File: src/sv/gtg_pkg.sv
`timescale 1ns / 1ps

package gtg_pkg;

   // Vectoring steps of the angle/distance chain (8 to 24).
   localparam int CORDIC_ITERATIONS = 16;

   // Restoring divider: one quotient bit per cell, 45-bit saturating quotient.
   localparam int DIV_STEPS = 45;
   localparam int DEN_W     = 39;   // |det| of the Q14 block
   localparam int NUM_W     = 54;   // adjugate row . offset
   localparam int LOW_W     = 31;   // numerator bits below the first remainder
   localparam int M_W       = 20;   // rounded Q14 matrix entry
   localparam int OFS_W     = 33;   // target minus robot
   localparam int CRD_W     = 48;   // robot-frame vector inside the chain
   localparam int ANG_W     = 34;   // Q30 angle
   localparam int ATAN_W    = 30;
   localparam int IDX_W     = 5;
   localparam int DIST_W    = 47;
   localparam int PROD_W    = 63;
   localparam int ZG_W      = 51;

   // Front end 4, divider, pre-rotation 1, vectoring, back end 3.
   localparam int LATENCY = 4 + DIV_STEPS + 1 + CORDIC_ITERATIONS + 3;

   localparam logic [DIV_STEPS-1:0]    FRAME_LIMIT = '1;
   localparam logic signed [ANG_W-1:0] PI_Q30      = 34'sd3373259426;
   localparam logic [15:0]             KINV_Q16    = 16'd39797;

   // Register indexes on the write port.
   localparam logic [2:0] REG_TARGET_X     = 3'd0;
   localparam logic [2:0] REG_TARGET_Y     = 3'd1;
   localparam logic [2:0] REG_ARRIVE_THR   = 3'd2;
   localparam logic [2:0] REG_HEADING_GAIN = 3'd3;
   localparam logic [2:0] REG_SPEED_GAIN   = 3'd4;

   // One lane of the divider: partial remainder, dividend bits still to
   // bring in (msb first), quotient so far, sign and overflow.
   typedef struct packed {
      logic [DEN_W-1:0]     rem;
      logic [DIV_STEPS-1:0] low;
      logic [DIV_STEPS-1:0] quo;
      logic                 neg;
      logic                 ovf;
   } div_lane_type;

   typedef struct packed {
      logic             singular;
      logic [DEN_W-1:0] den;
      div_lane_type     x;
      div_lane_type     y;
   } div_word_type;

   typedef struct packed {
      logic                    singular;
      logic signed [CRD_W-1:0] x;
      logic signed [CRD_W-1:0] y;
      logic signed [ANG_W-1:0] z;
   } crd_word_type;

   // Arctangent of 2^-i in Q30, truncated.
   function automatic logic [ATAN_W-1:0] atan_q30(input logic [IDX_W-1:0] i);
      logic [ATAN_W-1:0] v;
      case (i)
         5'd0:  v = 30'd843314856;
         5'd1:  v = 30'd497837829;
         5'd2:  v = 30'd263043836;
         5'd3:  v = 30'd133525158;
         5'd4:  v = 30'd67021686;
         5'd5:  v = 30'd33543515;
         5'd6:  v = 30'd16775850;
         5'd7:  v = 30'd8388437;
         5'd8:  v = 30'd4194282;
         5'd9:  v = 30'd2097149;
         5'd10: v = 30'd1048575;
         5'd11: v = 30'd524287;
         5'd12: v = 30'd262143;
         5'd13: v = 30'd131071;
         5'd14: v = 30'd65535;
         5'd15: v = 30'd32767;
         5'd16: v = 30'd16383;
         5'd17: v = 30'd8191;
         5'd18: v = 30'd4095;
         5'd19: v = 30'd2047;
         5'd20: v = 30'd1023;
         5'd21: v = 30'd511;
         5'd22: v = 30'd255;
         5'd23: v = 30'd127;
         default: v = '0;
      endcase
      return v;
   endfunction

endpackage

File: src/sv/gtg_div_cell.sv
`timescale 1ns / 1ps

module gtg_div_cell (
   input  logic                clock,
   input  logic                reset,
   input  logic                up_valid,
   input  gtg_pkg::div_word_type up_word,
   output logic                dn_valid,
   output gtg_pkg::div_word_type dn_word
);
   import gtg_pkg::*;

   logic         valid_ff;
   div_word_type word_ff, word_in;

   // One restoring step: bring in the next dividend bit, subtract if it fits.
   function automatic div_lane_type div_step(input div_lane_type l,
                                              input logic [DEN_W-1:0] d);
      logic [DEN_W:0] trial;
      div_lane_type   r;
      trial = {l.rem, l.low[DIV_STEPS-1]};
      r     = l;
      r.low = {l.low[DIV_STEPS-2:0], 1'b0};
      if (trial >= {1'b0, d}) begin
         r.rem = DEN_W'(trial - {1'b0, d});
         r.quo = {l.quo[DIV_STEPS-2:0], 1'b1};
      end else begin
         r.rem = trial[DEN_W-1:0];
         r.quo = {l.quo[DIV_STEPS-2:0], 1'b0};
      end
      return r;
   endfunction

   always_comb begin
      word_in   = up_word;
      word_in.x = div_step(up_word.x, up_word.den);
      word_in.y = div_step(up_word.y, up_word.den);
   end

   always_ff @(posedge clock) begin
      if (reset) begin
         valid_ff <= 1'b0;
      end else begin
         valid_ff <= up_valid;
      end
   end

   always_ff @(posedge clock) begin
      word_ff <= word_in;
   end

   assign dn_valid = valid_ff;
   assign dn_word  = word_ff;

endmodule

File: config.mk
export PLATFORM = sky130hd
export DESIGN_NAME = gtg_div_cell
export DESIGN_NICKNAME = d
export VERILOG_FILES = /design/src/sv/gtg_pkg.sv /design/src/sv/gtg_div_cell.sv
export SDC_FILE = /design/constraint.sdc
export NUM_CORES = 1
export LEC_CHECK = 0
export ABC_AREA = 1
export BUFFER_PORTS_ARGS = -buffer_cell sky130_fd_sc_hd__buf_4
export CORE_AREA = 2 2 235 237
export CTS_CLUSTER_DIAMETER = 60
export DETAILED_ROUTE_END_ITERATION = 8
export DIE_AREA = 0 0 237 239
export HOLD_SLACK_MARGIN = 0.02
export PLACE_DENSITY_LB_ADDON = 0.08
export SLEW_MARGIN = 0
export SYNTH_ARGS = -nofsm -noshare
export SYNTH_HDL_FRONTEND = slang
export SYNTH_SLANG_ARGS = --single-unit
File: constraint.sdc
create_clock -name clock -period 2.42 [get_ports clock]
set_clock_uncertainty 0.1 [all_clocks]
set_input_delay 0.484 -clock clock [delete_from_list [all_inputs] [get_ports clock]]
set_output_delay 0.484 -clock clock [all_outputs]
set_load 0.1 [all_outputs]
* Yosys cells after proc, flatten, opt, wreduce, memory -nomap -nowiden
Cells that the tools add are included.
** Word-level totals
- Register bits after elaboration :: 301
- Latch bits :: 0
- RAM bits :: 0
- ROM bits :: 0
- Bits of input ports :: 305
- Logic and storage cells :: 21
- Memories :: 0
** Operators by class
- Add/subtract/negate cells :: 2
- $mul :: 0
- Divide/modulo/power cells :: 0
- Magnitude comparators :: 2
- Equality and inequality tests :: 0
- Shift-type cells :: 0
- Muxes and demuxes :: 4
- Bitwise gates (word level) :: 0
- Reduce and logical (&&, ||, !) cells :: 0
** Operator list (number)
- 40-bit by 39-bit >= comparator with 1-bit output :: 2
- 39-bit 2-to-1 mux :: 2
- 39-bit subtractor :: 2
- 1-bit 2-to-1 mux :: 2

* Logic depth before layout (Yosys ltp)
Gate-level depths: netlist (run 1).
- Depth after elaboration :: 2
- Gate-level depth with buffers :: 16
- Depth with buffers taken out :: 16

* Worst setup path after synthesis (run 1)
No wires, ideal clock.
- Path kind :: input-to-reg
- Start point :: input up_word[222] in the netlist's numbering
- End point :: register word_ff (netlist bit dn_word[223])
- Library setup time :: 0.129 ns
- Arrival time :: 2.091 ns
- Path slack :: 0.099 ns
- Stages on the path :: 10
- Buffers on the path :: 1
- Cells stage by stage :: inv_1 > ha_1 > fa_1 > nor2_1 > o21ai_1 > nand2_1 > nand3_2 > nand4_1 > clkbuf_1 > o21ai_0
** RTL lines
- from (decl) :: line gtg_div_cell.sv:7 : input gtg_pkg::div_word_type up_word,
- to (signal assigned) :: line gtg_div_cell.sv:49 : word_ff <= word_in;
- to (decl) :: line gtg_div_cell.sv:14 : div_word_type word_ff, word_in;

==> flow_metrics.env, run 1 <==
export IMPL_status="finished clean"
export IMPL_gp_congestion=0.885
export IMPL_grt_pass1_wl_mm=94.0
export IMPL_vias_per_cell=4.11
export IMPL_postLayoutCoreUtil=0.454
export IMPL_initial_core_util=0.250
export IMPL_synth_compound_area_share=0.0467
export IMPL_cts_resized=0
export IMPL_num_rows=86
export IMPL_die_h_microns=239
export IMPL_avgSynthCellArea_sq_um=7.25
export IMPL_nFillCells=5522
export IMPL_synthAdderAreaFrac=0.0749
export IMPL_ys_async_sr_fraction=0
export IMPL_grt_usage=0.222
export IMPL_dr_wl_met3_mm=3.49
export IMPL_finalCriticalPeriod_ns=2.11
export IMPL_fin_cells=3748
export IMPL_die_x_microns=237
export IMPL_min_path_type="in -> reg"
export IMPL_postRouteAntennaNets=0
export IMPL_synth_top_area_cell="dfxtp_1"
export IMPL_ys_seq_area_frac=0.444
export IMPL_cts_root_buf="clkbuf_16"
export IMPL_ir_drop_mv=0.521
export IMPL_post_dp_cell_area_sq_um=21000
export IMPL_dp_cells=3436
export IMPL_synthToLayoutAreaGrowth_pct=81.9
export IMPL_drc=0
export IMPL_fin_setup_tns_ns=0
export IMPL_synth_top_family_by_area="simple AND/OR/NAND/NOR gates"
export IMPL_fmax_ghz=0.474
export IMPL_synthTopCellsByArea="dfxtp_1, nand2_1, inv_1, ha_1, nor2_1"
export IMPL_ys_ff_latch=301
export IMPL_slew_violations=0
export IMPL_die_area_sq_um=56600
export IMPL_final_period_utilization=0.872
export IMPL_dpl_hpwl_mm=54.6
export IMPL_final_hold_viol_count=0
export IMPL_p_leak_nw=13.4
export IMPL_ys_flop_type="dfxtp_1"
export IMPL_synth_edf_count=0
export IMPL_crit_required_ns=2.82
export IMPL_power_mw=19.3
export IMPL_antenna_found_initial=12
export IMPL_rsz0062_at_grt="no"
export IMPL_drt_iter0_drc=554
export IMPL_yosysUniqueCellTypes=34
export IMPL_synth_mux_area_frac=0
export IMPL_final_layout_size_suffix_gt1_frac=0.330
export IMPL_routed_wl_mm=64.5
export IMPL_io_buffers=603
export IMPL_final_area_sq_um=24700
export IMPL_drv_cap=0
export IMPL_wl_met1_mm=24.9
export IMPL_clkSinkCount=301
export IMPL_ios=608
export IMPL_nNetsFinal=3384
export IMPL_grt_max_degree=48
export IMPL_grt_pass1_vias=16230
export IMPL_wl_per_cell_microns=17.2
export IMPL_criticalPathCategory="in -> reg"
export IMPL_setup_viol=0
export IMPL_synthXorXnorAreaFrac=0.0271
export IMPL_highest_signal_layer="met4"
export IMPL_grt_ovfl_total=0
export IMPL_synthCells=1872
export IMPL_crit_path_max_fanout=47
export IMPL_h_tree_depth=2
export IMPL_synth_top_area_share=0.444
export IMPL_clk_path_buf_depth=3
export IMPL_core_sq_um=54300
export IMPL_crit_arrival_ns=2.51
export IMPL_syn_cell_area_sq_um=13600
export IMPL_clk_pin_slew_worst_paths_ns=0.06
export IMPL_met2WireLength_mm=33.4
export IMPL_via_count=15406
export IMPL_ys_warnings_count=0
export IMPL_dr_pass1_iters=5
export IMPL_cts_tree="built"
export IMPL_pwr_density_cell_nw_per_um2=781
export IMPL_numCtsBuffers=43
export IMPL_start_kind="input pin"
export IMPL_end_kind="flip-flop"
export IMPL_post_synth_and_or_nand_nor_area_fraction=0.293
## flip-flops by register name, summed over array words and instances, names as in the netlist
name / count
dn_word: 300
dn_valid: 1
## synthesized netlist by cell type (8+ instances only)
library cell  instances
nor2_2               11
ha_1                 78
nand3b_1             10
nand2_2              14
dfxtp_1             301
nor3_1                8
buf_6                10
o21ai_1              43
a21oi_1              50
nor2_1              133
nand3_1              84
nand4_1              35
inv_1               362
nand2_1             620
o21ai_0              15
o21bai_1              8
xor2_1               40
## placed cells by master, fill, tap and decap left out, types with 14 or more instances in the layout
| cell type | n |
|---|---|
| o21ai_0 | 15 |
| dlygate4sd3_1 | 222 |
| clkbuf_16 | 44 |
| nor2_1 | 133 |
| buf_4 | 870 |
| nand2_2 | 14 |
| nand4_1 | 35 |
| dfxtp_1 | 301 |
| xor2_1 | 40 |
| nand3_1 | 84 |
| inv_1 | 362 |
| o21ai_1 | 43 |
| a21oi_1 | 50 |
| nand2_1 | 620 |
| ha_1 | 78 |
## metrics by stage
| stage | hold slack [ns] | setup slack [ns] |
|---|---|---|
| after floorplan | 0.412 | 0.0994 |
| after global placement | 0.489 | -0.273 |
| after CTS | 0.0432 | 0.299 |
| final | 0.0757 | 0.309 |
| after detailed placement | 0.490 | -0.288 |
| after global routing | 0.0628 | 0.129 |
## where the power goes
group          internal, mW  total (mW)  switching, mW
Clock                  3.68        6.17           2.49
Combinational          2.23        7.53           5.30
Sequential             5.43        5.57          0.146
Total                  11.3        19.3           7.94
## cells by family (layout without fill, tap and decap cells)
group,after synthesis,in the layout
simple gates,941,941
buf+inv,387,1547
flops,301,301
compound gates,120,120
fa+ha+maj,80,80
xor+xnor,42,42
other cells,1,13
## critical path, stage by stage
cell,delay [ns]
buf_4,0.08
inv_1,0.04
ha_1,0.22
fa_1,0.44
nor2_1,0.17
o21ai_1,0.08
nand2_1,0.20
nand3_2,0.11
nand4_1,0.23
buf_12,0.24
nand2_1,0.09
o21ai_1,0.09
## path summary, 6_finish.rpt
path / startpoint / endpoint / slack, ns / cells past startpoint
hold / removal: up_word[258] / dn_word[259]$_DFF_P_ / 0.08 / 3
setup / recovery: up_word[222] / dn_word[232]$_DFF_P_ / 0.31 / 12
## repair_timing
item / 4_1_cts / 5_1_grt
setup endpoints to repair: 0 / 0
setup buffers: 0 / 0
hold buffers: 222 / 0
hold endpoints to repair: 221 / 0
## layer usage
metal	vias to the layer above	GRT usage
met3	123	0.0485
met2	409	0.414
met4	0	0.105
li1	7985	-
met1	6889	0.236
met5	-	0
## area by class of cell
cell class | count | area (sq um) | area share
multi-input combinational | 1185 | 6000 | 0.243
tap | 704 | 881 | 0.0357
timing repair buffer | 1103 | 8970 | 0.364
sequential | 301 | 6030 | 0.244
clock buffer | 57 | 1200 | 0.0486
clock inverter | 22 | 213 | 0.00862
antenna | 11 | 27.5 | 0.00112
inverter | 365 | 1370 | 0.0555
(Power assumes the default switching activity.)
==> inputs of run 2 (changes only) <==
CELL_PAD_IN_SITES_DETAIL_PLACEMENT = 0   (was unset)
CELL_PAD_IN_SITES_GLOBAL_PLACEMENT = 1   (was unset)
CORE_AREA = 2 2 240 242   (was 2 2 235 237)
DIE_AREA = 0 0 242 244   (was 0 0 237 239)
PLACE_DENSITY = 0.62   (was unset)
PLACE_DENSITY_LB_ADDON = unset   (was 0.08)
==> flow_metrics.env, run 2 (synthesis results as in run 1) <==
export IMPL_status="finished clean"
export IMPL_largest_reg_flops=300
export IMPL_slew_violations=0
export IMPL_num_rows=87
export IMPL_final_hold_viol_count=0
export IMPL_numCtsBuffers=41
export IMPL_final_area_sq_um=24800
export IMPL_crit_path_max_fanout=12
export IMPL_end_kind="flip-flop"
export IMPL_final_layout_size_suffix_gt1_frac=0.335
export IMPL_grt_max_degree=49
export IMPL_criticalPathCategory="in -> reg"
export IMPL_rsz0062_at_grt="no"
export IMPL_layout_commonest_cell="buf_4"
export IMPL_drt_iter0_drc=537
export IMPL_die_area_sq_um=59000
export IMPL_clk_pin_slew_worst_paths_ns=0.06
export IMPL_initial_core_util=0.242
export IMPL_min_path_type="in -> reg"
export IMPL_crit_arrival_ns=2.59
export IMPL_final_period_utilization=0.912
export IMPL_drv_cap=0
export IMPL_holdCritStartpoint="up_word[123]"
export IMPL_dr_pass1_iters=5
export IMPL_most_common_layout_cells="buf_4, nand2_1, inv_1"
export IMPL_antenna_found_initial=18
export IMPL_finalCriticalPeriod_ns=2.21
export IMPL_ios=608
export IMPL_core_sq_um=56200
export IMPL_fmax_ghz=0.453
export IMPL_grt_ovfl_total=0
export IMPL_pwr_density_cell_nw_per_um2=789
export IMPL_cts_root_buf="clkbuf_16"
export IMPL_dpl_hpwl_mm=61.7
export IMPL_fin_setup_tns_ns=0
export IMPL_holdPathStages=3
export IMPL_start_kind="input pin"
export IMPL_hold_path_endpoint="dn_word[124]$_DFF_P_"
export IMPL_crit_required_ns=2.81
export IMPL_p_leak_nw=13.4
export IMPL_clkSinkCount=301
export IMPL_power_mw=19.6
export IMPL_postRouteAntennaNets=0
export IMPL_grt_usage=0.236
export IMPL_die_h_microns=244
export IMPL_gp_congestion=0.981
export IMPL_synthToLayoutAreaGrowth_pct=82.9
export IMPL_clk_path_buf_depth=3
export IMPL_die_x_microns=242
export IMPL_grt_pass1_wl_mm=103
export IMPL_wl_per_cell_microns=19.1
export IMPL_io_buffers=603
export IMPL_h_tree_depth=2
export IMPL_via_count=15732
export IMPL_post_dp_cell_area_sq_um=20900
export IMPL_nNetsFinal=3382
export IMPL_cts_tree="built"
export IMPL_routed_wl_mm=72.5
export IMPL_grt_pass1_vias=16529
export IMPL_vias_per_cell=4.14
export IMPL_setup_viol=0
export IMPL_ir_drop_mv=0.553
export IMPL_postLayoutCoreUtil=0.442
export IMPL_drc=0
-- run 2: cell types whose count changed in the layout (fill, tap and decap cells not counted), sizes merged, moves of 2 or more --
cell	previous run	this run
clkbuf	57	55
dlygate4sd3	222	220
buf	881	879
inv	378	372
clkinvlp	1	4
bufinv	1	5
-- run 2: what timing repair did --
item	4_1_cts	5_1_grt
resized for setup	0	17
buffers inserted	0	7
hold buffers	221	0
setup endpoints to repair	0	77
hold endpoints to repair	220	0
-- run 2: worst max-delay path by stage --
stage | start | depth (start not counted) | slack, ns | to
finish | up_word[222] | 13 | 0.21 | dn_word[244]$_DFF_P_
global route | up_word[272] | 17 | 0.02 | dn_word[247]$_DFF_P_
CTS | up_word[290] | 14 | 0.002 | dn_word[93]$_DFF_P_
detailed placement | up_word[222] | 11 | -0.27 | dn_word[239]$_DFF_P_
global placement | up_word[222] | 12 | -0.23 | dn_word[255]$_DFF_P_
floorplan | up_word[222] | 10 | 0.1 | dn_word[223]$_DFF_P_
-- run 2: critical path, stage by stage --
cell and delay (ns):
buf_4 0.08, inv_1 0.04, ha_1 0.22, fa_1 0.43
nor2_1 0.17, o21ai_1 0.08, nand2_1 0.21, nand3_2 0.13
nand4_1 0.25, buf_6 0.18, clkbuf_16 0.17, nand2_1 0.06
o21ai_1 0.08
-- run 2: power by group --
| group | switching, mW | total, mW | internal, mW | leakage (nW) |
|---|---|---|---|---|
| Combinational | 5.36 | 7.60 | 2.24 | 10.2 |
| Sequential | 0.176 | 5.60 | 5.43 | 2.54 |
| Clock | 2.47 | 6.38 | 3.91 | 0.696 |
-- run 2: metal layers --
| metal | track usage | vias up | share of wire |
|---|---|---|---|
| met5 | 0 | - | 0 |
| met4 | 0.0975 | 0 | 0.044 |
| met3 | 0.0416 | 124 | 0.045 |
| met2 | 0.466 | 444 | 0.54 |
| met1 | 0.242 | 7197 | 0.37 |
| li1 | - | 7967 | - |
-- run 2: metrics by stage --
stage / worst slack [ns] / cells / hold slack, ns
final: 0.213 / 3796 / 0.0631
after global routing: 0.0230 / 3795 / 0.0459
after CTS: 0.00243 / 3774 / 0.0319
after detailed placement: -0.267 / 3479 / 0.490
after global placement: -0.228 / 3479 / 0.488
after floorplan: 0.0994 / 1873 / 0.412
-- run 2: layout make-up --
type / instances / area [sq um]
Fill cell: 5739 / 31400
Inverter: 365 / 1370
Timing Repair Buffer: 1103 / 8950
Multi-Input combinational cell: 1185 / 6060
Tap cell: 756 / 946
Clock buffer: 52 / 1140
Sequential cell: 301 / 6030
Antenna cell: 12 / 30.0
Clock inverter: 22 / 292
==> inputs of run 3 (changes only) <==
ABC_AREA = unset   (was 1)
CORE_AREA = 2 2 234 236   (was 2 2 240 242)
DIE_AREA = 0 0 236 238   (was 0 0 242 244)
PLACE_DENSITY = 0.56   (was 0.62)
SETUP_SLACK_MARGIN = 0.3   (was unset)
==> flow_metrics.env, run 3 <==
export IMPL_status="finished with violations"
export IMPL_violations="setup timing"
export IMPL_dr_pass1_iters=5
export IMPL_tightestPinTransition_ns=0.570
export IMPL_rsz0062_at_grt="yes"
export IMPL_synth_edf_count=0
export IMPL_ys_ff_latch=301
export IMPL_final_layout_size_suffix_gt1_frac=0.538
export IMPL_grt_ovfl_total=0
export IMPL_synthToLayoutAreaGrowth_pct=122
export IMPL_cts_root_buf="clkbuf_16"
export IMPL_via_count=13462
export IMPL_avgSynthCellArea_sq_um=9.87
export IMPL_fin_ws_ns=-0.203
export IMPL_ios=608
export IMPL_drt_iter0_drc=472
export IMPL_fin_cells=3136
export IMPL_maxSlewHeadroom=0.616
export IMPL_synthCells=1161
export IMPL_num_rows=85
export IMPL_ys_seq_area_frac=0.526
export IMPL_end_kind="flip-flop"
export IMPL_numCtsBuffers=43
export IMPL_die_area_sq_um=56200
export IMPL_grt_max_degree=18
export IMPL_io_buffers=603
export IMPL_most_common_layout_cells="buf_4, dfxtp_1, dlygate4sd3_1"
export IMPL_drc=0
export IMPL_synth_common_cells="dfxtp_1, nand2_1, a21oi_1, ha_1, nor2_1"
export IMPL_min_path_type="in -> reg"
export IMPL_gp_congestion=0.846
export IMPL_fmax_ghz=0.381
export IMPL_die_x_microns=236
export IMPL_cts_tree="built"
export IMPL_crit_arrival_ns=2.99
export IMPL_finalCriticalPeriod_ns=2.62
export IMPL_crit_required_ns=2.79
export IMPL_slew_violations=0
export IMPL_critical_path_startpoint="up_word[266]"
export IMPL_criticalPathCategory="in -> reg"
export IMPL_power_mw=20.6
export IMPL_clk_pin_slew_worst_paths_ns=0.05
export IMPL_clkSinkCount=301
export IMPL_yosysMostFrequentCell="dfxtp_1"
export IMPL_syn_cell_area_sq_um=11500
export IMPL_initial_core_util=0.214
export IMPL_largest_reg_flops=300
export IMPL_ys_flop_type="dfxtp_1"
export IMPL_p_leak_nw=12.2
export IMPL_wl_per_cell_microns=21.2
export IMPL_synthTopCellsByArea="dfxtp_1, ha_1, a21oi_1, a21o_1, nand2_1"
export IMPL_postRouteAntennaNets=0
export IMPL_synth_top_area_cell="dfxtp_1"
export IMPL_synth_top_area_share=0.526
export IMPL_ys_warnings_count=0
export IMPL_pwr_density_cell_nw_per_um2=808
export IMPL_die_h_microns=238
export IMPL_dpl_hpwl_mm=54.6
export IMPL_nNetsFinal=2777
export IMPL_vias_per_cell=4.29
export IMPL_crit_path_max_fanout=3
export IMPL_grt_pass1_vias=14542
export IMPL_drv_cap=0
export IMPL_setup_viol=63
export IMPL_core_sq_um=53500
export IMPL_start_kind="input pin"
export IMPL_h_tree_depth=2
export IMPL_clk_path_buf_depth=3
export IMPL_final_hold_viol_count=0
export IMPL_crit_path_end="dn_word[126]$_DFF_P_"
export IMPL_layout_commonest_cell="buf_4"
export IMPL_routed_wl_mm=66.4
export IMPL_grt_pass1_wl_mm=93.5
export IMPL_ir_drop_mv=0.500
export IMPL_dp_slack_ns=-1.05
export IMPL_grt_usage=0.227
export IMPL_dp_cells=2754
export IMPL_final_period_utilization=1.08
export IMPL_ys_async_sr_fraction=0
export IMPL_yosysUniqueCellTypes=70
export IMPL_antenna_found_initial=34
[run 3: layout make-up]
| cell class | count | area, sq um |
|---|---|---|
| antenna | 16 | 40.0 |
| fill | 5073 | 28000 |
| tap | 696 | 871 |
| multi-input combinational | 749 | 6390 |
| inverter | 68 | 288 |
| clock inverter | 25 | 304 |
| timing repair buffer | 1229 | 10400 |
| sequential | 301 | 6030 |
| clock buffer | 52 | 1200 |
[run 3: worst max-delay path, stage by stage]
cell	delay (ns)
buf_4	0.11
inv_1	0.11
ha_4	0.22
a21o_1	0.16
a21oi_2	0.24
nand4b_1	0.24
a2111oi_4	0.48
o2111ai_4	0.21
a41o_4	0.28
a31oi_4	0.13
xnor2_1	0.08
mux2_4	0.25
[run 3: power breakdown]
part	internal, mW	total, mW	switching [mW]
registers	5.44	5.62	0.172
clock network	3.94	6.57	2.63
logic	2.80	8.39	5.59
[run 3: per-layer routing]
layer / share of wire / vias up / global-route usage
li1: - / 6526 / -
met4: 0.037 / 8 / 0.0795
met3: 0.076 / 142 / 0.0746
met1: 0.35 / 6356 / 0.230
met2: 0.53 / 430 / 0.434
met5: 0.00069 / - / 0
[run 3: worst min-delay path by stage]
stage                            start                    to  slack, ns  depth (start not counted)
after floorplan             up_word[0]    dn_word[0]$_DFF_P_       0.41                          0
after global placement    up_word[144]  dn_word[145]$_DFF_P_       0.49                          1
after detailed placement  up_word[144]  dn_word[145]$_DFF_P_       0.49                          1
after CTS                 up_word[129]  dn_word[130]$_DFF_P_       0.02                          3
after global routing      up_word[234]  dn_word[235]$_DFF_P_       0.04                          3
final                     up_word[129]  dn_word[130]$_DFF_P_       0.05                          3
[run 3: repair_timing]
action / CTS / global route
hold buffers: 235 / 0
buffers inserted: 25 / 14
gates cloned: 11 / 4
endpoints found under the setup margin: 80 / 80
pin swaps: 67 / 55
gates resized for setup: 204 / 121
hold endpoints to repair: 234 / 0
[run 3: cells by family (layout without fill, tap and decap cells)]
logic type                 Yosys count  in the layout  share of synthesized area
xor gates and xnor gates            67             67                     0.0512
other                                1             18                   0.000327
DFF                                301            301                      0.526
adders and majority gates           80             80                     0.0887
buffers and inverters              112           1374                     0.0381
AOI/OAI and AO/OA                  317            317                      0.176
and+or+nand+nor                    271            271                      0.108
muxes                               12             12                     0.0119
[run 3: stage by stage]
| stage | hold WS (ns) | area, sq um | setup TNS, ns | utilization |
|---|---|---|---|---|
| global route | 0.0380 | 25500 | -12.35 | 0.476 |
| CTS | 0.0204 | 24700 | -3.68 | 0.461 |
| finish | 0.0470 | 25500 | -6.49 | 0.476 |
| global placement | 0.488 | 19400 | -61.14 | 0.364 |
| floorplan | 0.412 | 11700 | -24.54 | - |
| detailed placement | 0.490 | 19400 | -63.02 | 0.364 |
